**src/rtl/rbca_pkg.sv**
```systemverilog
// Shared types and constants for the reorder buffer with cumulative acknowledgement.
// Used by rbca_slot_table and reorder_buffer_cumulative_ack_core; no dependencies.
package rbca_pkg;

	localparam int SEQ_W = 31;
	localparam int LEN_W = 11;
	localparam int REP_W = 4;

	localparam int TABLE_SLOTS_DEF       = 16;
	localparam int MAX_SEGMENT_BYTES_DEF = 1472;

	// No input produces more results than this
	localparam int RESULT_CAP = 38;
	localparam int RES_CNT_W  = $clog2(RESULT_CAP + 1);

	localparam logic [REP_W-1:0] REPEATS_RST = REP_W'(5);

	localparam logic KIND_RELEASE = 1'b0;
	localparam logic KIND_ACK     = 1'b1;

	typedef enum logic [8:0] {
		S_IDLE  = 9'b000000001,
		S_AHEAD = 9'b000000010,
		S_STORE = 9'b000000100,
		S_ACK   = 9'b000001000,
		S_PURGE = 9'b000010000,
		S_REL   = 9'b000100000,
		S_CHAIN = 9'b001000000,
		S_FACK  = 9'b010000000,
		S_REP   = 9'b100000000
	} state_t;

	typedef struct packed {
		logic [SEQ_W-1:0] seq;
		logic [LEN_W-1:0] len;
		logic             endf;
	} slot_t;

	typedef struct packed {
		logic write;
		logic inval;
	} tbl_ctl_t;

	typedef struct packed {
		logic  valid;
		logic  match;
		slot_t data;
	} tbl_rd_t;

endpackage

```
**src/rtl/rbca_slot_table.sv**
```systemverilog
// Reorder table: per-slot valid flags, stored segment headers and the shared
// sequence comparator used by every scan. Depends on rbca_pkg.
module rbca_slot_table #(
	parameter int TABLE_SLOTS = rbca_pkg::TABLE_SLOTS_DEF,
	localparam int IDX_W = (TABLE_SLOTS > 1) ? $clog2(TABLE_SLOTS) : 1
) (
	input  logic                           clk,
	input  logic                           arst_n,
	input  rbca_pkg::tbl_ctl_t             ctl,
	input  logic [IDX_W-1:0]               rd_idx,
	input  logic [rbca_pkg::SEQ_W-1:0]     key,
	input  logic [IDX_W-1:0]               wr_idx,
	input  rbca_pkg::slot_t                wr_data,
	output rbca_pkg::tbl_rd_t              rd
);

	logic [TABLE_SLOTS-1:0] valid_q;
	rbca_pkg::slot_t        slot_q [TABLE_SLOTS];

	always_ff @(posedge clk or negedge arst_n) begin
		if (!arst_n) begin
			valid_q <= '0;
		end else begin
			if (ctl.write) begin
				valid_q[wr_idx] <= 1'b1;
			end
			if (ctl.inval) begin
				valid_q[rd_idx] <= 1'b0;
			end
		end
	end

	always_ff @(posedge clk) begin
		if (ctl.write) begin
			slot_q[wr_idx] <= wr_data;
		end
	end

	always_comb begin
		rd.valid = valid_q[rd_idx];
		rd.data  = slot_q[rd_idx];
		rd.match = (slot_q[rd_idx].seq == key);
	end

endmodule

```
**src/rtl/reorder_buffer_cumulative_ack_core.sv**
```systemverilog
// Receiver-side reorder buffer: takes segment headers, stores segments that arrive
// ahead, releases in-order runs and issues cumulative ACKs. Depends on rbca_pkg and
// rbca_slot_table.
//
// One header is taken at a time; in_stall stays high until its last result has been
// loaded into the output register. A single comparator walks the reorder table one
// slot per cycle. A stale, oversized or post-transfer header goes straight to its ACK;
// a header ahead of the expected number is checked against the whole table, stored
// and acknowledged; an in-order header runs a purge scan for a stored copy, then
// releases each segment, with a table scan per chained segment and a closing scan
// that finds no successor (skipped once TABLE_SLOTS segments have chained), then a
// final ACK and, once the end segment is out, final_ack_repeats repeats of it;
// out_stall can hold any result back.
// final_ack_repeats resets to 5 and is written through cfg_wr_en/cfg_wr_data.
module reorder_buffer_cumulative_ack_core #(
	parameter int TABLE_SLOTS       = rbca_pkg::TABLE_SLOTS_DEF,
	parameter int MAX_SEGMENT_BYTES = rbca_pkg::MAX_SEGMENT_BYTES_DEF
) (
	input  logic                         clk,
	input  logic                         arst_n,
	input  logic                         cfg_wr_en,
	input  logic [rbca_pkg::REP_W-1:0]   cfg_wr_data,
	input  logic                         in_valid,
	output logic                         in_stall,
	input  logic [rbca_pkg::SEQ_W-1:0]   seq_number,
	input  logic [rbca_pkg::LEN_W-1:0]   seg_length,
	input  logic                         end_flag,
	output logic                         out_valid,
	input  logic                         out_stall,
	output logic                         result_kind,
	output logic [rbca_pkg::SEQ_W-1:0]   number,
	output logic [rbca_pkg::LEN_W-1:0]   release_length,
	output logic                         end_mark,
	output logic                         dropped,
	output logic                         last_of_run
);

	localparam int IDX_W = (TABLE_SLOTS > 1) ? $clog2(TABLE_SLOTS) : 1;
	localparam int CNT_W = $clog2(TABLE_SLOTS + 1);
	localparam logic [IDX_W-1:0] LAST_IDX = IDX_W'(TABLE_SLOTS - 1);
	localparam logic [rbca_pkg::LEN_W-1:0] MAX_LEN = rbca_pkg::LEN_W'(MAX_SEGMENT_BYTES);
	localparam logic [rbca_pkg::RES_CNT_W-1:0] CAP_N =
		rbca_pkg::RES_CNT_W'(rbca_pkg::RESULT_CAP);
	localparam logic [rbca_pkg::RES_CNT_W-1:0] CAP_LAST =
		rbca_pkg::RES_CNT_W'(rbca_pkg::RESULT_CAP - 1);

	rbca_pkg::state_t state_q;

	logic [rbca_pkg::SEQ_W-1:0]     seq_q;
	logic [rbca_pkg::LEN_W-1:0]     len_q;
	logic                           end_q;
	logic [rbca_pkg::SEQ_W-1:0]     exp_q;
	logic                           done_q;
	logic [rbca_pkg::REP_W-1:0]     rep_cfg_q;
	logic [IDX_W-1:0]               idx_q;
	logic [CNT_W-1:0]               step_q;
	logic [rbca_pkg::RES_CNT_W-1:0] n_q;
	logic [rbca_pkg::REP_W-1:0]     k_q;
	logic                           hit_found_q;
	logic [IDX_W-1:0]               hit_idx_q;
	logic                           free_found_q;
	logic [IDX_W-1:0]               free_idx_q;
	logic                           ack_end_q;
	logic                           ack_drop_q;

	logic                         out_valid_q;
	logic                         res_kind_q;
	logic [rbca_pkg::SEQ_W-1:0]   res_num_q;
	logic [rbca_pkg::LEN_W-1:0]   res_len_q;
	logic                         res_end_q;
	logic                         res_drop_q;
	logic                         res_last_q;

	rbca_pkg::tbl_ctl_t           tbl_ctl;
	rbca_pkg::tbl_rd_t            tbl_rd;
	rbca_pkg::slot_t              tbl_wr_data;
	logic [rbca_pkg::SEQ_W-1:0]   tbl_key;
	logic [IDX_W-1:0]             tbl_wr_idx;

	logic                         accept;
	logic                         out_free;
	logic                         cap_hit;
	logic                         at_cap_edge;
	logic                         scan_last;
	logic                         slot_hit;
	logic                         go;
	logic                         emit;
	logic                         e_req;
	logic                         e_kind;
	logic [rbca_pkg::SEQ_W-1:0]   e_num;
	logic [rbca_pkg::LEN_W-1:0]   e_len;
	logic                         e_end;
	logic                         e_drop;
	logic                         e_last;

	assign accept      = in_valid && (state_q == rbca_pkg::S_IDLE);
	assign in_stall    = (state_q != rbca_pkg::S_IDLE);
	assign out_free    = !out_valid_q || !out_stall;
	assign cap_hit     = (n_q == CAP_N);
	assign at_cap_edge = (n_q == CAP_LAST);
	assign scan_last   = (idx_q == LAST_IDX);
	assign slot_hit    = tbl_rd.valid && tbl_rd.match;
	// Past the result cap the walk carries on silently
	assign go          = cap_hit || out_free;
	assign emit        = e_req && out_free && !cap_hit;

	assign tbl_key        = (state_q == rbca_pkg::S_AHEAD) ? seq_q : exp_q;
	assign tbl_wr_idx     = hit_found_q ? hit_idx_q : free_idx_q;
	assign tbl_wr_data    = '{seq: seq_q, len: len_q, endf: end_q};
	assign tbl_ctl.write  = (state_q == rbca_pkg::S_STORE) && (hit_found_q || free_found_q);
	assign tbl_ctl.inval  = ((state_q == rbca_pkg::S_PURGE) || (state_q == rbca_pkg::S_CHAIN))
		&& slot_hit;

	rbca_slot_table #(
		.TABLE_SLOTS (TABLE_SLOTS)
	) u_table (
		.clk     (clk),
		.arst_n  (arst_n),
		.ctl     (tbl_ctl),
		.rd_idx  (idx_q),
		.key     (tbl_key),
		.wr_idx  (tbl_wr_idx),
		.wr_data (tbl_wr_data),
		.rd      (tbl_rd)
	);

	always_comb begin
		e_req  = 1'b0;
		e_kind = rbca_pkg::KIND_ACK;
		e_num  = exp_q;
		e_len  = '0;
		e_end  = 1'b0;
		e_drop = 1'b0;
		e_last = 1'b0;
		unique case (state_q)
			rbca_pkg::S_ACK: begin
				e_req  = 1'b1;
				e_end  = ack_end_q;
				e_drop = ack_drop_q;
				e_last = 1'b1;
			end
			rbca_pkg::S_REL: begin
				e_req  = 1'b1;
				e_kind = rbca_pkg::KIND_RELEASE;
				e_num  = seq_q;
				e_len  = len_q;
				e_end  = end_q;
				e_last = at_cap_edge;
			end
			rbca_pkg::S_FACK: begin
				e_req  = 1'b1;
				e_end  = done_q;
				e_last = !done_q || (rep_cfg_q == '0) || at_cap_edge;
			end
			rbca_pkg::S_REP: begin
				e_req  = 1'b1;
				e_end  = 1'b1;
				e_last = (k_q == rep_cfg_q - rbca_pkg::REP_W'(1)) || at_cap_edge;
			end
			default: begin
				e_req = 1'b0;
			end
		endcase
	end

	always_ff @(posedge clk or negedge arst_n) begin
		if (!arst_n) begin
			rep_cfg_q <= rbca_pkg::REPEATS_RST;
		end else if (cfg_wr_en) begin
			rep_cfg_q <= cfg_wr_data;
		end
	end

	always_ff @(posedge clk or negedge arst_n) begin
		if (!arst_n) begin
			state_q      <= rbca_pkg::S_IDLE;
			exp_q        <= '0;
			done_q       <= 1'b0;
			idx_q        <= '0;
			step_q       <= '0;
			n_q          <= '0;
			k_q          <= '0;
			hit_found_q  <= 1'b0;
			free_found_q <= 1'b0;
			ack_end_q    <= 1'b0;
			ack_drop_q   <= 1'b0;
		end else begin
			if (emit) begin
				n_q <= n_q + rbca_pkg::RES_CNT_W'(1);
			end
			unique case (state_q)
				rbca_pkg::S_IDLE: begin
					if (accept) begin
						n_q          <= '0;
						idx_q        <= '0;
						step_q       <= '0;
						k_q          <= '0;
						hit_found_q  <= 1'b0;
						free_found_q <= 1'b0;
						if (seg_length > MAX_LEN) begin
							ack_end_q  <= done_q;
							ack_drop_q <= 1'b1;
							state_q    <= rbca_pkg::S_ACK;
						end else if (done_q) begin
							ack_end_q  <= 1'b1;
							ack_drop_q <= 1'b0;
							state_q    <= rbca_pkg::S_ACK;
						end else if (seq_number > exp_q) begin
							state_q <= rbca_pkg::S_AHEAD;
						end else if (seq_number == exp_q) begin
							state_q <= rbca_pkg::S_PURGE;
						end else begin
							ack_end_q  <= 1'b0;
							ack_drop_q <= 1'b0;
							state_q    <= rbca_pkg::S_ACK;
						end
					end
				end
				rbca_pkg::S_AHEAD: begin
					// First matching slot wins, else first free slot
					if (slot_hit && !hit_found_q) begin
						hit_found_q <= 1'b1;
						hit_idx_q   <= idx_q;
					end
					if (!tbl_rd.valid && !free_found_q) begin
						free_found_q <= 1'b1;
						free_idx_q   <= idx_q;
					end
					if (scan_last) begin
						idx_q   <= '0;
						state_q <= rbca_pkg::S_STORE;
					end else begin
						idx_q <= idx_q + IDX_W'(1);
					end
				end
				rbca_pkg::S_STORE: begin
					ack_end_q  <= 1'b0;
					ack_drop_q <= !(hit_found_q || free_found_q);
					state_q    <= rbca_pkg::S_ACK;
				end
				rbca_pkg::S_ACK: begin
					if (go) begin
						state_q <= rbca_pkg::S_IDLE;
					end
				end
				rbca_pkg::S_PURGE: begin
					if (scan_last) begin
						idx_q   <= '0;
						state_q <= rbca_pkg::S_REL;
					end else begin
						idx_q <= idx_q + IDX_W'(1);
					end
				end
				rbca_pkg::S_REL: begin
					if (go) begin
						exp_q  <= exp_q + rbca_pkg::SEQ_W'(len_q);
						done_q <= done_q | end_q;
						idx_q  <= '0;
						if (step_q == CNT_W'(TABLE_SLOTS)) begin
							state_q <= rbca_pkg::S_FACK;
						end else begin
							state_q <= rbca_pkg::S_CHAIN;
						end
					end
				end
				rbca_pkg::S_CHAIN: begin
					if (slot_hit) begin
						step_q  <= step_q + CNT_W'(1);
						idx_q   <= '0;
						state_q <= rbca_pkg::S_REL;
					end else if (scan_last) begin
						idx_q   <= '0;
						state_q <= rbca_pkg::S_FACK;
					end else begin
						idx_q <= idx_q + IDX_W'(1);
					end
				end
				rbca_pkg::S_FACK: begin
					if (go) begin
						if (done_q && (rep_cfg_q != '0) && !at_cap_edge && !cap_hit) begin
							state_q <= rbca_pkg::S_REP;
						end else begin
							state_q <= rbca_pkg::S_IDLE;
						end
					end
				end
				rbca_pkg::S_REP: begin
					if (go) begin
						k_q <= k_q + rbca_pkg::REP_W'(1);
						if (e_last || cap_hit) begin
							state_q <= rbca_pkg::S_IDLE;
						end
					end
				end
				default: begin
					state_q <= rbca_pkg::S_IDLE;
				end
			endcase
		end
	end

	// Capture the header on transfer; load the successor when the chain walk finds it
	always_ff @(posedge clk) begin
		if (accept) begin
			seq_q <= seq_number;
			len_q <= seg_length;
			end_q <= end_flag;
		end else if ((state_q == rbca_pkg::S_CHAIN) && slot_hit) begin
			seq_q <= tbl_rd.data.seq;
			len_q <= tbl_rd.data.len;
			end_q <= tbl_rd.data.endf;
		end
	end

	always_ff @(posedge clk or negedge arst_n) begin
		if (!arst_n) begin
			out_valid_q <= 1'b0;
		end else if (emit) begin
			out_valid_q <= 1'b1;
		end else if (!out_stall) begin
			out_valid_q <= 1'b0;
		end
	end

	always_ff @(posedge clk) begin
		if (emit) begin
			res_kind_q <= e_kind;
			res_num_q  <= e_num;
			res_len_q  <= e_len;
			res_end_q  <= e_end;
			res_drop_q <= e_drop;
			res_last_q <= e_last;
		end
	end

	assign out_valid      = out_valid_q;
	assign result_kind    = res_kind_q;
	assign number         = res_num_q;
	assign release_length = res_len_q;
	assign end_mark       = res_end_q;
	assign dropped        = res_drop_q;
	assign last_of_run    = res_last_q;

	a_done_sticky: assert property (@(posedge clk) disable iff (!arst_n)
		done_q |=> done_q)
		else $error("transfer done flag cleared");

	a_exp_only_on_release: assert property (@(posedge clk) disable iff (!arst_n)
		(state_q != rbca_pkg::S_REL) |=> $stable(exp_q))
		else $error("expected number moved outside a release");

	a_result_cap: assert property (@(posedge clk) disable iff (!arst_n)
		n_q <= CAP_N)
		else $error("result count past cap");

	a_table_port: assert property (@(posedge clk) disable iff (!arst_n)
		!(tbl_ctl.write && tbl_ctl.inval))
		else $error("table write and invalidate in one cycle");

endmodule
```
**config.mk**
```make
export PLATFORM = sky130hd
export DESIGN_NAME = reorder_buffer_cumulative_ack_core
export DESIGN_NICKNAME = d
export VERILOG_FILES = /design/src/rtl/rbca_pkg.sv /design/src/rtl/rbca_slot_table.sv /design/src/rtl/reorder_buffer_cumulative_ack_core.sv
export SDC_FILE = /design/constraint.sdc
export NUM_CORES = 1
export LEC_CHECK = 0
export ABC_AREA = 1
export BUFFER_PORTS_ARGS = -buffer_cell sky130_fd_sc_hd__buf_2
export CELL_PAD_IN_SITES_DETAIL_PLACEMENT = 2
export CELL_PAD_IN_SITES_GLOBAL_PLACEMENT = 2
export CORE_AREA = 2 2 305 428
export CTS_BUF_LIST = sky130_fd_sc_hd__clkbuf_2 sky130_fd_sc_hd__clkbuf_4 sky130_fd_sc_hd__clkbuf_8
export DETAILED_ROUTE_END_ITERATION = 16
export DIE_AREA = 0 0 307 430
export PLACE_DENSITY = 0.71
export SYNTH_ARGS = -nofsm -noshare
export SYNTH_HDL_FRONTEND = slang
export SYNTH_SLANG_ARGS = --single-unit
export TNS_END_PERCENT = 100
```
**constraint.sdc**
```tcl
create_clock -name clk -period 4.8 [get_ports clk]
set_input_delay 0.24 -clock clk [delete_from_list [all_inputs] [get_ports clk]]
set_output_delay 0.24 -clock clk [all_outputs]
set_load 0.02 [all_outputs]
```
-- Yosys cells after proc, flatten, opt, wreduce, memory -nomap -nowiden
Memories as Yosys holds them, arrays and structs flattened.
Cells that the tools add are included.
- word-level logic and storage cells: 195
- register bits: 182
- output and inout bits: 48
- RAM bits: 688
- input port bits: 52
- memories kept: 1
- memories (name ; words ; bits a word ; read ports ; clocked after Yosys merged registers in ; wr ports ; line ; text):
    u_table.slot_q ; 16 ; 43 ; 1 ; 0 ; 1 ; rbca_slot_table.sv:18 ; rbca_pkg::slot_t slot_q [TABLE_SLOTS];
- equal/unequal tests: 32
- $add $sub $neg: 6
- muxes and demuxes: 70
- reductions and logical operators: 51
- magnitude comparators: 6
- bitwise operators: 4
- operator list (kind ; number):
    $mux 31 ; 4
    $mux 9 ; 11
    $pmux 9 s9 ; 1
    $eq 31x31->1 ; 2
    $mux 16 ; 2
    $add 31x11->31 ; 1
    $gt 31x31->1 ; 1
    $mux 5 ; 6
    $mux 4 ; 6
    $mux 1 ; 22
    $mux 11 ; 2
    $reduce_and 3->1 ; 7
    $mux 6 ; 3
    $ne 2x2->1 const B ; 9
    $and 16x16->16 ; 1
    $not 16->16 ; 1
    $or 16x16->16 ; 1
    $pmux 4 s4 ; 1
    $logic_and 1x1->1 ; 14
    $eq 6x6->1 const B ; 2
    $gt 11x11->1 const B ; 1
    $lt 4x5->1 const B ; 2
    $pmux 5 s2 ; 1
    $reduce_bool 2->1 ; 5
    37 further kinds ; 63

-- Depth between registers and ports, before layout
Gate-level depths: netlist (run 1).
- word-level depth: 9
- depth in mapped cells: 24

-- Cells and area by module
Synthesis (run 1) repeated with hierarchy kept, for this count alone.
- cells, all modules: 3680
- area total of the unflattened synthesis: 38423.1 um2
- by module, submodules not included (module ; instances ; area each (um2) ; cells each):
    rbca_slot_table ; 1 ; 28672.5 ; 2467
    reorder_buffer_cumulative_ack_core ; 1 ; 9750.6 ; 1213

-- Least setup slack after synthesis (run 1)
No wires, ideal clock.
- path kind: flip-flop to flip-flop
- start point: register state_q[5]
- end point: memory u_table.slot_q[0][0] (netlist bit), enable pin
- arrival time: 3.622 ns
- slack: 0.733 ns
- period minus slack after synthesis: 4.067 ns
- library setup time: 0.445 ns
- buffers on the path: 1
- stages on the path, launching flop included: 11
- path through: dfrtp_1 nor2_2 nand2_1 inv_2 buf_2 nand3_1 nor3_1 inv_1 a21oi_1 nand3_1 nor2_1
- longest elaborated chain between the ends: 4
- RTL lines (what ; line ; text):
    start, declared ; reorder_buffer_cumulative_ack_core.sv:47 ; rbca_pkg::state_t state_q;
    start signal, assigned ; reorder_buffer_cumulative_ack_core.sv:176 ; state_q <= rbca_pkg::S_IDLE;
    start signal, assigned ; reorder_buffer_cumulative_ack_core.sv:203 ; state_q <= rbca_pkg::S_ACK;
    start signal, assigned ; reorder_buffer_cumulative_ack_core.sv:207 ; state_q <= rbca_pkg::S_ACK;
    $eq 9x3->1 ; reorder_buffer_cumulative_ack_core.sv:110 ; assign tbl_ctl.write = (state_q == rbca_pkg::S_STORE) && (hit_found_q || free_found_q);
    $logic_and 1x1->1 ; reorder_buffer_cumulative_ack_core.sv:110 ;
    $mux 1 ; rbca_slot_table.sv:34 ; if (ctl.write) begin
    $mux 1 (implied by the code) ; rbca_slot_table.sv:35 ; slot_q[wr_idx] <= wr_data;
    end, declared ; rbca_slot_table.sv:18 ;
Every way passes these cells.

-- Worst setup path after layout (run 1)
- start point: register idx_q[0]
- end point: register step_q[0]
- longest elaborated chain between the ends: 5
- elaborated cells between the ends (all ways): 7
- those cells by class: 2 x eq/ne; 2 x mux; 2 x reduce/logical; 1 x memory
- RTL lines (what ; line ; text):
    start, declared ; reorder_buffer_cumulative_ack_core.sv:55 ; logic [IDX_W-1:0] idx_q;
    start signal, assigned ; reorder_buffer_cumulative_ack_core.sv:233 ; idx_q <= idx_q + IDX_W'(1);
    start signal, assigned ; reorder_buffer_cumulative_ack_core.sv:251 ; idx_q <= idx_q + IDX_W'(1);
    start signal, assigned ; reorder_buffer_cumulative_ack_core.sv:275 ; idx_q <= idx_q + IDX_W'(1);
    $mem_v2 16x43 or $bmux 1 s4 (tied branches) ; -- ;
    $eq 31x31->1 or $mux 1 (tied branches) ; rbca_slot_table.sv:42, rbca_slot_table.sv:40 ;
    $logic_and 1x1->1 * ; reorder_buffer_cumulative_ack_core.sv:102 ; assign slot_hit = tbl_rd.valid && tbl_rd.match;
    $ne 2x2->1 (no source line) * ; -- ;
    $reduce_and 3->1 (no source line) * ; -- ;
    end signal, assigned ; reorder_buffer_cumulative_ack_core.sv:268 ; step_q <= step_q + CNT_W'(1);
    end, declared ; reorder_buffer_cumulative_ack_core.sv:56 ; logic [CNT_W-1:0] step_q;
Every way passes the cells marked *; elsewhere a longest branch is shown, timed or not. The select of a mux whose other input is x is not followed.
A chain may end at the register's enable or synchronous reset.

==> summary.md, run 1 <==
| Metric | Value |
|---|---|
| Top-area cell type share of the netlist area | `approximately three fifths` |
| Chip height | `430 um` |
| Clock slew at reported path FFs | `0.07 ns` |
| First-pass GRT wire length | `210 mm` |
| Largest cells by area after synthesis | `edfxtp_1, nand2_1, dfrtp_1` |
| Mux share of post-synthesis cell area | `0%` |
| Area Overhead vs Synth | `15.9%` |
| GRT met2 Usage | `about 40%` |
| Largest family of logic cells by synthesized area | `simple AND/OR/NAND/NOR gates` |
| Adder-cell share of the synthesized area | `1.82%` |
| Highest clock rate | `about 230 MHz` |
| Max-slew violations | `0` |
| CP startpoint kind | `register` |
| R2r worst-path depth | `22` |
| Clk buf depth | `3` |
| Min Hold Slack | `0.215 ns` |
| Aggregate global-route resource usage | `between 20% and 30%` |
| Ys Warns | `0` |
| Final min period | `4.26 ns` |
| Final hold violation count | `0` |
| Antenna violations before repair | `2` |
| IO Port Bufs | `99` |
| Die Footprint | `roughly 130,000 sq um` |
| Clock Latency Late Sink | `between 0.8 and 0.9 ns` |
| Area leader, netlist | `edfxtp_1` |
| Detailed-route wire length per cell | `25.8 um` |
| EDFF count, synth | `~790` |
| Fillcell total | `approximately 14,000` |
| Grt met1 use | `25.3%` |
| Drt pass-1 iters | `5` |
| Mapped cell area | `~38,000 sq um` |
| Nets | `3,903` |
| Worst Setup EP | `step_q[0]` |
| Worst reg2reg endpoint | `step_q[0]` |
| Critical path class | `reg2reg` |
| Status | `finished, final reports clean` |
| TritonCTS clock tree | `yes` |
| Worst Skew | `0.0288 ns` |
| CTS H-Tree Depth | `4` |
| DRC violations left | `0` |
| Initial core utilization | `29.7%` |
| Simple-Gate Fraction of Synth Area | `20.1%` |
| Core area | `between 100,000 and 150,000 sq um` |
| Worst-Margin Slew | `between 1 and 1.5 ns` |
| Relative slew slack | `16.9%` |
| Clock sink total | `870` |
| Most common cell after layout, fill and taps aside | `nand2_1` |
| Mean Syn Cell Area | `10.7 sq um` |
| Post-layout util | `approximately a third` |
| RSZ-0062 raised after global routing | `false` |
| Worst VDD drop | `0.000272 V` |
| Hold WC Path Type | `in2reg` |
| Final ANT Viol Nets | `0` |
| Seq/Total Area, Yosys | `67.3%` |
| Mapped Cells | `3,582` |
| Final setup vio count | `0` |
| Met3 GRT Util | `3.05%` |
| HPWL Detailed | `88.8 mm` |
| R2r setup slk | `0.54 ns` |
| Synth cell types | `50` |
| Die width | `around 310 um` |
| Worst Setup SP | `idx_q[0]` |
| Data arrival, critical path | `4.98 ns` |
| Worst r2r src | `idx_q[0]` |
| Largest net degree at the start of global routing | `154` |
| Row Count | `156` |
| Boundary Pins | `100` |
| Setup TNS | `0 ns` |
| Total number of vias | `28,400` |
| Power per cell area | `383 nW/um^2` |
| Synth Flop Type | `edfxtp_1` |
| Final instance area | `44,300 sq um` |
| Post-CTS sizing | `0` |
| Commonest non-fill, non-tap cells in the layout | `nand2_1, edfxtp_1, nand3_1, nor2_1, o21ai_0` |
| Grt total ovfl | `0` |
| Leakage | `0.0170 uW` |
| Most used routing layer | `met2` |
| Final period util | `88.8%` |
| Iter 0 DRT Violations | `1,781` |
| Mapped Nets | `between 3,000 and 4,000` |
| Routability cong. | `0.812` |
| Vias per cell | `approximately 5.1` |
| CP endpoint kind | `register` |
| CTS root buffer | `clkbuf_8` |
| Xor and xnor area share after synthesis | `1.01%` |
| Vias in the first global route | `31,200` |
| Largest fanout on the critical path | `just under 70` |
| Fraction of registers with async set or reset after synthesis | `9.77%` |
| Seq cells post-synth | `between 800 and 900` |
| Placed cell area | `40,900 sq um` |
| Hold buffers post-CTS | `60` |
| Max Cap Viol | `0` |
| Setup Fix Bufs, Post-CTS | `0` |
| Num CTS Buffers | `140` |
| Layout cell share with drive strength beyond 1 | `11.9%` |
| Routed wire length | `144 mm` |
| Worst Path Required | `5.52 ns` |
| Synth Area in Compound Gates | `5.40%` |
-- layout make-up --
cell class              count  area (sq um)  area share [%]
inverters                 196           753            1.70
flip-flops and latches    870         25700            58.1
diodes                      1          2.50         0.00565
clock inverters            46           274           0.619
repair buffers            239          2000            4.53
multi-input cells        2349         11000            24.8
clock buffers             203          2460            5.56
well taps                1659          2080            4.69
-- synth_stat cells, types with 7 or more instances --
library cell	n
nand2_1	1197
edfxtp_1	785
nand3_1	307
nor2_1	278
o21ai_0	190
inv_1	186
dfrtp_1	82
clkbuf_1	62
o22ai_1	57
buf_2	55
ha_1	54
a21oi_1	48
o21ai_1	32
xor2_1	31
nand4_1	30
buf_4	26
nor3_1	20
buf_6	16
nor4_1	14
a22o_1	13
xnor2_1	13
nand3b_1	10
a31oi_1	8
nor2_2	8
inv_2	7
-- routing by layer --
layer,up-vias,share of wire [%]
met3,266,3.8
met1,14800,40
met5,-,0
met4,0,4.0
met2,651,53
li1,12700,-
-- kinds of logic after synthesis --
logic type                 Yosys count
AOI/OAI and AO/OA                  370
xor gates and xnor gates            44
adders and majority gates           55
buffers and inverters              363
DFF                                870
and+or+nand+nor                   1880
-- where the power goes --
| group | total, uW | leakage (uW) | switching (uW) | internal, uW |
|---|---|---|---|---|
| sequential | 9350 | 0.00808 | 510 | 8840 |
| clock | 6510 | 0.00145 | 3110 | 3400 |
| combinational | 1120 | 0.00747 | 797 | 319 |
-- metrics by stage --
stage | power, uW | worst slack (ns) | cells
final | 17000 | 0.535 | 5563
after detailed placement | 10600 | 0.574 | 5253
after global placement | 10500 | 0.631 | 5253
after floorplan | 9850 | 0.733 | 3582
after CTS | 17100 | 0.517 | 5562
after global routing | 17600 | 0.302 | 5563
-- flip-flops by register name, summed over array words and instances, names as in the netlist, 6 cells and up --
| signal | flops |
|---|---|
| exp_q | 31 |
| len_q | 11 |
| n_q | 6 |
| number | 31 |
| release_length | 11 |
| seq_q | 31 |
| state_q | 9 |
| u_table.slot_q | 688 |
| u_table.valid_q | 16 |
-- worst max-delay path: stages, from the launching register on --
cell and delay (ns):
dfrtp_4 0.57, clkinv_8 0.26, buf_12 0.30, nand2_1 0.12, nand3_1 0.11, nand2_1 0.09, nand2_1 0.10, nand2_1 0.11
inv_1 0.09, nand2_1 0.08, nor2_1 0.49, nor2_1 0.09, nand2_1 0.08, nor2_1 0.04, nand2_1 0.06, nor2_1 0.04
nand2_1 0.28, inv_2 0.10, nand2_2 0.14, nand2_4 0.31, buf_4 0.32, nand3_1 0.08, o21ai_0 0.10
-- worst min-delay path by stage --
stage / from / end / slack [ns] / depth (start not counted)
2_1_floorplan: arst_n / ack_drop_q / -0.06 / 0
3_3_place_gp: arst_n / exp_q[29] / 0.35 / 1
3_5_place_dp: arst_n / exp_q[29] / 0.34 / 1
4_1_cts: cfg_wr_en / rep_cfg_q[2] / 0.1 / 3
5_1_grt: cfg_wr_en / rep_cfg_q[2] / 0.19 / 3
6_report: cfg_wr_en / rep_cfg_q[2] / 0.21 / 3
(Power assumes the default switching activity.)
==> run 2, diff against run 1 <==
--- a/config.mk
+++ b/config.mk
@@ -10,7 +10,6 @@
 export CELL_PAD_IN_SITES_DETAIL_PLACEMENT = 2
 export CELL_PAD_IN_SITES_GLOBAL_PLACEMENT = 2
 export CORE_AREA = 2 2 305 428
-export CTS_BUF_LIST = sky130_fd_sc_hd__clkbuf_2 sky130_fd_sc_hd__clkbuf_4 sky130_fd_sc_hd__clkbuf_8
 export DETAILED_ROUTE_END_ITERATION = 16
 export DIE_AREA = 0 0 307 430
 export PLACE_DENSITY = 0.71
==> run 2 against run 1 <==
  * Clock power increased by 9.1%
  * Non-clock buffer count decreased by 3
  * Wire length decreased by 0.79%
  * Hold slack got worse by 0.16 ns
  * Clock skew decreased by 0.0088 ns
  * Highest routed layer unchanged
  * Sequential power about the same
  * Via count decreased by 1.1%
  * Final area increased by 0.15%
  * Sequential cell count unchanged
  * Core utilization increased by 0.053 points
==> summary.md, run 2 (synthesis results as in run 1) <==
| Metric | Value |
|---|---|
| Final min period | `4.30 ns (was 4.26 ns)` |
| Worst-Margin Slew | `1.20 ns (was 1.23 ns)` |
| Layout cell share with drive strength beyond 1 | `9.38% (was 11.9%)` |
| Reg with most FFs | `u_table.slot_q (unchanged)` |
| Worst Path Required | `5.19 ns (was 5.52 ns)` |
| Largest net degree at the start of global routing | `154 (unchanged)` |
| Drt pass-1 iters | `5 (unchanged)` |
| Fillcell total | `13,800 (about the same)` |
| Max-slew violations | `0 (unchanged)` |
| Antenna violations before repair | `1 (was 2)` |
| Antenna cells | `0 (was 1)` |
| DRC violations left | `0 (unchanged)` |
| Hold WC Path Type | `in2reg (unchanged)` |
| Data arrival, critical path | `4.70 ns (was 4.98 ns)` |
| Leakage | `0.0169 uW (was 0.0170 uW)` |
| Clock Latency Late Sink | `0.70 ns (was 0.86 ns)` |
| Switching power | `4380 uW (was 4420 uW)` |
| First-pass GRT wire length | `209 mm (was 210 mm)` |
| Iter 0 DRT Violations | `1,873 (was 1,781)` |
| Nets | `3,847 (was 3,903)` |
| Highest clock rate | `232 MHz (was 234 MHz)` |
| Routed wire length | `142 mm (was 144 mm)` |
| Final hold violation count | `0 (unchanged)` |
| CTS H-Tree Depth | `3 (was 4)` |
| Num CTS Buffers | `87 (was 140)` |
| Die Footprint | `132,000 sq um (unchanged)` |
| Max reg flops | `688 (unchanged)` |
| Setup TNS | `0 ns (unchanged)` |
| Chip height | `430 um (unchanged)` |
| Final setup vio count | `0 (unchanged)` |
| CP startpoint kind | `register (unchanged)` |
| Clock power frac | `40.4% (was 38.3%)` |
| Boundary Pins | `100 (unchanged)` |
| Grt total ovfl | `0 (unchanged)` |
| TritonCTS clock tree | `yes (unchanged)` |
| Clock slew at reported path FFs | `0.07 ns (about the same)` |
| Clk buf depth | `3 (unchanged)` |
| Row Count | `156 (unchanged)` |
| Worst VDD drop | `0.000349 V (was 0.000272 V)` |
| Commonest non-fill, non-tap cells in the layout | `nand2_1, edfxtp_1, nand3_1, nor2_1, o21ai_0 (unchanged)` |
| Initial core utilization | `29.7% (unchanged)` |
| Min Hold Slack | `0.0589 ns (was 0.215 ns)` |
| Final period util | `89.7% (was 88.8%)` |
| Comb pwr share | `6.3% (was 6.6%)` |
| Core area | `128,000 sq um (unchanged)` |
| Final ANT Viol Nets | `0 (unchanged)` |
| Power per cell area | `396 nW/um^2 (was 383 nW/um^2)` |
| Max Cap Viol | `0 (unchanged)` |
| Post-CTS sizing | `0 (unchanged)` |
| Vias in the first global route | `30,800 (was 31,200)` |
| Clock sink total | `870 (unchanged)` |
| Most common cell after layout, fill and taps aside | `nand2_1 (unchanged)` |
| HPWL Detailed | `88.8 mm (unchanged)` |
| IO Port Bufs | `99 (unchanged)` |
| Die width | `307 um (unchanged)` |
| CP endpoint kind | `register (unchanged)` |
| Worst Skew | `0.0200 ns (was 0.0288 ns)` |
| Internal | `13,200 uW (was 12,600 uW)` |
| CTS root buffer | `clkbuf_16 (was clkbuf_8)` |
| Setup Fix Bufs, Post-CTS | `0 (unchanged)` |
| Detailed-route wire length per cell | `26.1 um (was 25.8 um)` |
| Total number of vias | `28,100 (was 28,400)` |
| Critical path class | `reg2reg (unchanged)` |
| Seq pwr share | `53.2% (was 55.1%)` |
| Aggregate global-route resource usage | `21.5% (was 21.8%)` |
| Sw Ratio | `24.9% (was 26.0%)` |
| Area Overhead vs Synth | `16.1% (was 15.9%)` |
| RSZ-0062 raised after global routing | `false (unchanged)` |
| Relative slew slack | `19.4% (was 16.9%)` |
| Largest fanout on the critical path | `153 (was 69)` |
| Vias per cell | `5.14 (was 5.11)` |
| Routability cong. | `0.812 (unchanged)` |
| Status | `finished, final reports clean (unchanged)` |
run 2: cell count changes in the layout (fill, tap and decap cells not counted), moves of 3 or more:
cell,previous run,this run
clkinv_2,14,10
clkbuf_1,0,24
bufinv_16,2,11
clkinv_1,24,15
inv_6,2,5
clkbuf_16,0,88
clkbuf_4,53,0
clkbuf_8,150,3
clkinvlp_4,7,0
run 2: final cells by class:
class	count	area [sq um]	area share, %
clock buffers	115	2330	5.26
inverters	196	753	1.70
repair buffers	236	1960	4.41
multi-input cells	2349	11000	24.8
well taps	1659	2080	4.68
clock inverters	41	520	1.17
flip-flops and latches	870	25700	58.0
run 2: metrics by stage:
step / total power (uW) / instance area [sq um] / utilization [%] / setup WS, ns / std cells
finish: 17600 / 44300 / 34.5 / 0.496 / 5466
global route: 18100 / 44300 / 34.5 / 0.229 / 5466
CTS: 17700 / 44300 / 34.5 / 0.531 / 5466
detailed placement: 10600 / 40900 / 31.9 / 0.574 / 5253
global placement: 10500 / 40900 / 31.9 / 0.631 / 5253
floorplan: 9850 / 38200 / - / 0.733 / 3582
run 2: path summary, 6_finish.rpt:
| check | from | endpoint | slack [ns] | depth (start not counted) |
|---|---|---|---|---|
| min in group asynchronous | arst_n | rep_cfg_q[3] | 0.14 | 2 |
| hold reg to reg | n_q[5] | n_q[5] | 0.46 | 1 |
| setup / recovery | idx_q[0] | len_q[1] | 0.50 | 18 |
| setup reg to reg | idx_q[0] | len_q[1] | 0.50 | 18 |
| hold / removal | seg_length[8] | len_q[8] | 0.06 | 3 |
| max in group asynchronous | arst_n | idx_q[0] | 3.50 | 3 |
run 2: per-layer routing:
metal | vias to the layer above | share of wire, % | track usage (%)
li1 | 12600 | - | -
met5 | - | 0 | 0
met4 | 0 | 3.6 | 8.26
met1 | 14800 | 40 | 25.5
met2 | 552 | 53 | 40.0
met3 | 215 | 3.0 | 1.99
run 2: what timing repair did:
item / in CTS / in global routing
hold buffers: 57 / 0
setup endpoints to repair: 0 / 0
hold endpoints to repair: 93 / 0
run 2: power by group through the flow:
stage	clock (uW)	combinational (uW)	sequential (uW)
finish	7100	1110	9350
global route	7470	1220	9400
CTS	7240	1110	9350
detailed placement	0	1070	9510
global placement	0	1030	9470
floorplan	0	553	9300
run 2: critical path, cell delays in order (launching register included):
cell and delay [ns]:
dfrtp_4 0.54, buf_12 0.56, nand2_1 0.12, nand3_1 0.13
nand2_1 0.06, nand2_1 0.06, nand2_1 0.14, nor2_1 0.20
nand2_1 0.09, nand2_1 0.19, nand2_1 0.19, nor2_1 0.14
nand2_1 0.06, nor2_1 0.10, nand2_1 0.25, inv_2 0.18
nand2_2 0.12, nand2_4 0.42, buf_4 0.28
==> run 3, diff against run 2 <==
--- a/config.mk
+++ b/config.mk
@@ -12,6 +12,7 @@
 export CORE_AREA = 2 2 305 428
 export DETAILED_ROUTE_END_ITERATION = 16
 export DIE_AREA = 0 0 307 430
+export MAX_ROUTING_LAYER = met4
 export PLACE_DENSITY = 0.71
 export SYNTH_ARGS = -nofsm -noshare
 export SYNTH_HDL_FRONTEND = slang
==> run 3 against run 2 <==
  * Combinational power about the same
  * Via count increased by 0.19%
  * Critical path depth unchanged
  * Die area unchanged
  * Register-to-register slack got worse by 0.02 ns
  * Hold slack got worse by 0.0038 ns
==> summary.md, run 3 (synthesis results as in run 1) <==
| Metric | Value |
|---|---|
| Total number of vias | `28,200 (was 28,100)` |
| Area Overhead vs Synth | `16.1% (about the same)` |
| Vias per cell | `5.15 (was 5.14)` |
| Nets | `3,847 (unchanged)` |
| Final hold violation count | `0 (unchanged)` |
| Clock sink total | `870 (unchanged)` |
| Highest clock rate | `231 MHz (was 232 MHz)` |
| Antenna violations before repair | `1 (unchanged)` |
| Power per cell area | `396 nW/um^2 (about the same)` |
| Worst Skew | `0.0200 ns (about the same)` |
| CTS H-Tree Depth | `3 (unchanged)` |
| Data arrival, critical path | `4.72 ns (was 4.70 ns)` |
| Critical path class | `reg2reg (unchanged)` |
| Layout cell share with drive strength beyond 1 | `9.38% (unchanged)` |
| Hold buffers post-CTS | `57 (unchanged)` |
| Vias in the first global route | `30,800 (about the same)` |
| Clock Latency Late Sink | `0.70 ns (about the same)` |
| Initial core utilization | `29.7% (unchanged)` |
| Die Footprint | `132,000 sq um (unchanged)` |
| Fillcell total | `13,800 (about the same)` |
| Iter 0 DRT Violations | `1,776 (was 1,873)` |
| DRC violations left | `0 (unchanged)` |
| Max-slew violations | `0 (unchanged)` |
| WP buf/inv | `3 (unchanged)` |
| CP endpoint kind | `register (unchanged)` |
| Routed wire length | `142 mm (about the same)` |
| Commonest non-fill, non-tap cells in the layout | `nand2_1, edfxtp_1, nand3_1, nor2_1, o21ai_0 (unchanged)` |
| Relative slew slack | `16.8% (was 19.4%)` |
| Worst-Margin Slew | `1.24 ns (was 1.20 ns)` |
| Reg with most FFs | `u_table.slot_q (unchanged)` |
| Chip height | `430 um (unchanged)` |
| First-pass GRT wire length | `209 mm (about the same)` |
| Most common cell after layout, fill and taps aside | `nand2_1 (unchanged)` |
| Setup Fix Bufs, Post-CTS | `0 (unchanged)` |
| Routability cong. | `0.824 (was 0.812)` |
| Post-CTS sizing | `0 (unchanged)` |
| Aggregate global-route resource usage | `22.2% (was 21.5%)` |
| Non-Filler Instances | `5,467 (was 5,466)` |
| Worst path most repeated cell | `nand2_1 (unchanged)` |
| Placed insts | `5,253 (unchanged)` |
| Largest fanout on the critical path | `153 (unchanged)` |
| Max Cap Viol | `0 (unchanged)` |
| Final min period | `4.33 ns (was 4.30 ns)` |
| Critical path's slowest cell | `buf_12 (unchanged)` |
| Max reg flops | `688 (unchanged)` |
| CTS root buffer | `clkbuf_16 (unchanged)` |
| Final instance area | `44,300 sq um (about the same)` |
| Num CTS Buffers | `87 (unchanged)` |
| Detailed-route wire length per cell | `26.1 um (about the same)` |
| Final period util | `90.1% (was 89.7%)` |
| RSZ-0062 raised after global routing | `false (unchanged)` |
| Final ANT Viol Nets | `0 (unchanged)` |
| Boundary Pins | `100 (unchanged)` |
| Clock slew at reported path FFs | `0.07 ns (about the same)` |
| Final setup vio count | `0 (unchanged)` |
| Clk buf depth | `3 (unchanged)` |
| Hold WC Path Type | `in2reg (unchanged)` |
| CP startpoint kind | `register (unchanged)` |
| Worst-path cell chain | `buf_12 > nand2_1 > nand3_1 > nand2_1 > nand2_1 > nand2_1 > nor2_1 > nand2_1 > nand2_1 > nand2_1 > nor2_1 > nand2_1 > nor2_1 > nand2_1 > inv_2 > nand2_2 > nand2_4 > buf_4 (unchanged)` |
| Worst VDD drop | `0.000349 V (about the same)` |
| Critical Path Max Stage Delay | `0.55 ns (was 0.56 ns)` |
| Core area | `128,000 sq um (unchanged)` |
| Status | `finished, final reports clean (unchanged)` |
| Die width | `307 um (unchanged)` |
| Placed cell area | `40,900 sq um (unchanged)` |
| Leakage | `0.0169 uW (unchanged)` |
| Drt pass-1 iters | `5 (unchanged)` |
| TritonCTS clock tree | `yes (unchanged)` |
| Family with the most delay on the worst path | `simple AND/OR/NAND/NOR gates (unchanged)` |
| HPWL Detailed | `88.8 mm (unchanged)` |
| Grt total ovfl | `0 (unchanged)` |
| IO Port Bufs | `99 (unchanged)` |
| Worst Path Required | `5.19 ns (about the same)` |
| Largest net degree at the start of global routing | `154 (unchanged)` |
| Setup TNS | `0 ns (unchanged)` |
| Row Count | `156 (unchanged)` |
[run 3: cell count changes in the layout (fill, tap and decap cells not counted), sizes merged]
| cell | delta |
|---|---|
| diode | +1 |
[run 3: final cells by class]
cell class	count	area (sq um)	share of cell area (%)
Sequential cell	870	25700	58.0
Multi-Input combinational cell	2349	11000	24.8
Clock buffer	115	2330	5.26
Tap cell	1659	2080	4.68
Timing Repair Buffer	236	1960	4.41
Inverter	196	753	1.70
Clock inverter	41	520	1.17
Antenna cell	1	2.50	0.00564
[run 3: through the flow]
stage	util, %	total power (uW)	hold slack [ns]	setup slack (ns)
2_1_floorplan	-	9850	-0.0556	0.733
3_3_place_gp	31.9	10500	0.346	0.631
3_5_place_dp	31.9	10600	0.344	0.574
4_1_cts	34.5	17700	0.0277	0.531
5_1_grt	34.5	18100	0.0781	0.224
6_report	34.5	17600	0.0551	0.474
[run 3: layer usage]
metal | part of all wire, % | track usage (%) | vias up
met4 | 3.5 | 8.20 | 0
met5 | 0 | - | -
li1 | - | - | 12600
met3 | 3.3 | 2.07 | 221
met1 | 40 | 25.5 | 14800
met2 | 53 | 39.9 | 575
[run 3: worst paths after layout]
check                                   start           end  slack, ns  cells past startpoint
worst max-delay path                 idx_q[0]      len_q[1]       0.47                     18
worst min-delay path            seg_length[8]      len_q[8]       0.06                      3
worst max register to register       idx_q[0]      len_q[1]       0.47                     18
worst min register to register         n_q[5]        n_q[5]       0.46                      1
max in group asynchronous              arst_n      idx_q[0]       3.47                      3
min in group asynchronous              arst_n  rep_cfg_q[1]       0.16                      2
[run 3: tightest hold or removal path, cell delays in order]
cell,delay (ns)
buf_2,0.14
nor2_1,0.13
a31oi_1,0.07
[run 3: power breakdown]
group / switching [uW] / internal [uW]
sequential: 509 / 8840
combinational: 797 / 316
clock: 3080 / 4030
total: 4380 / 13200
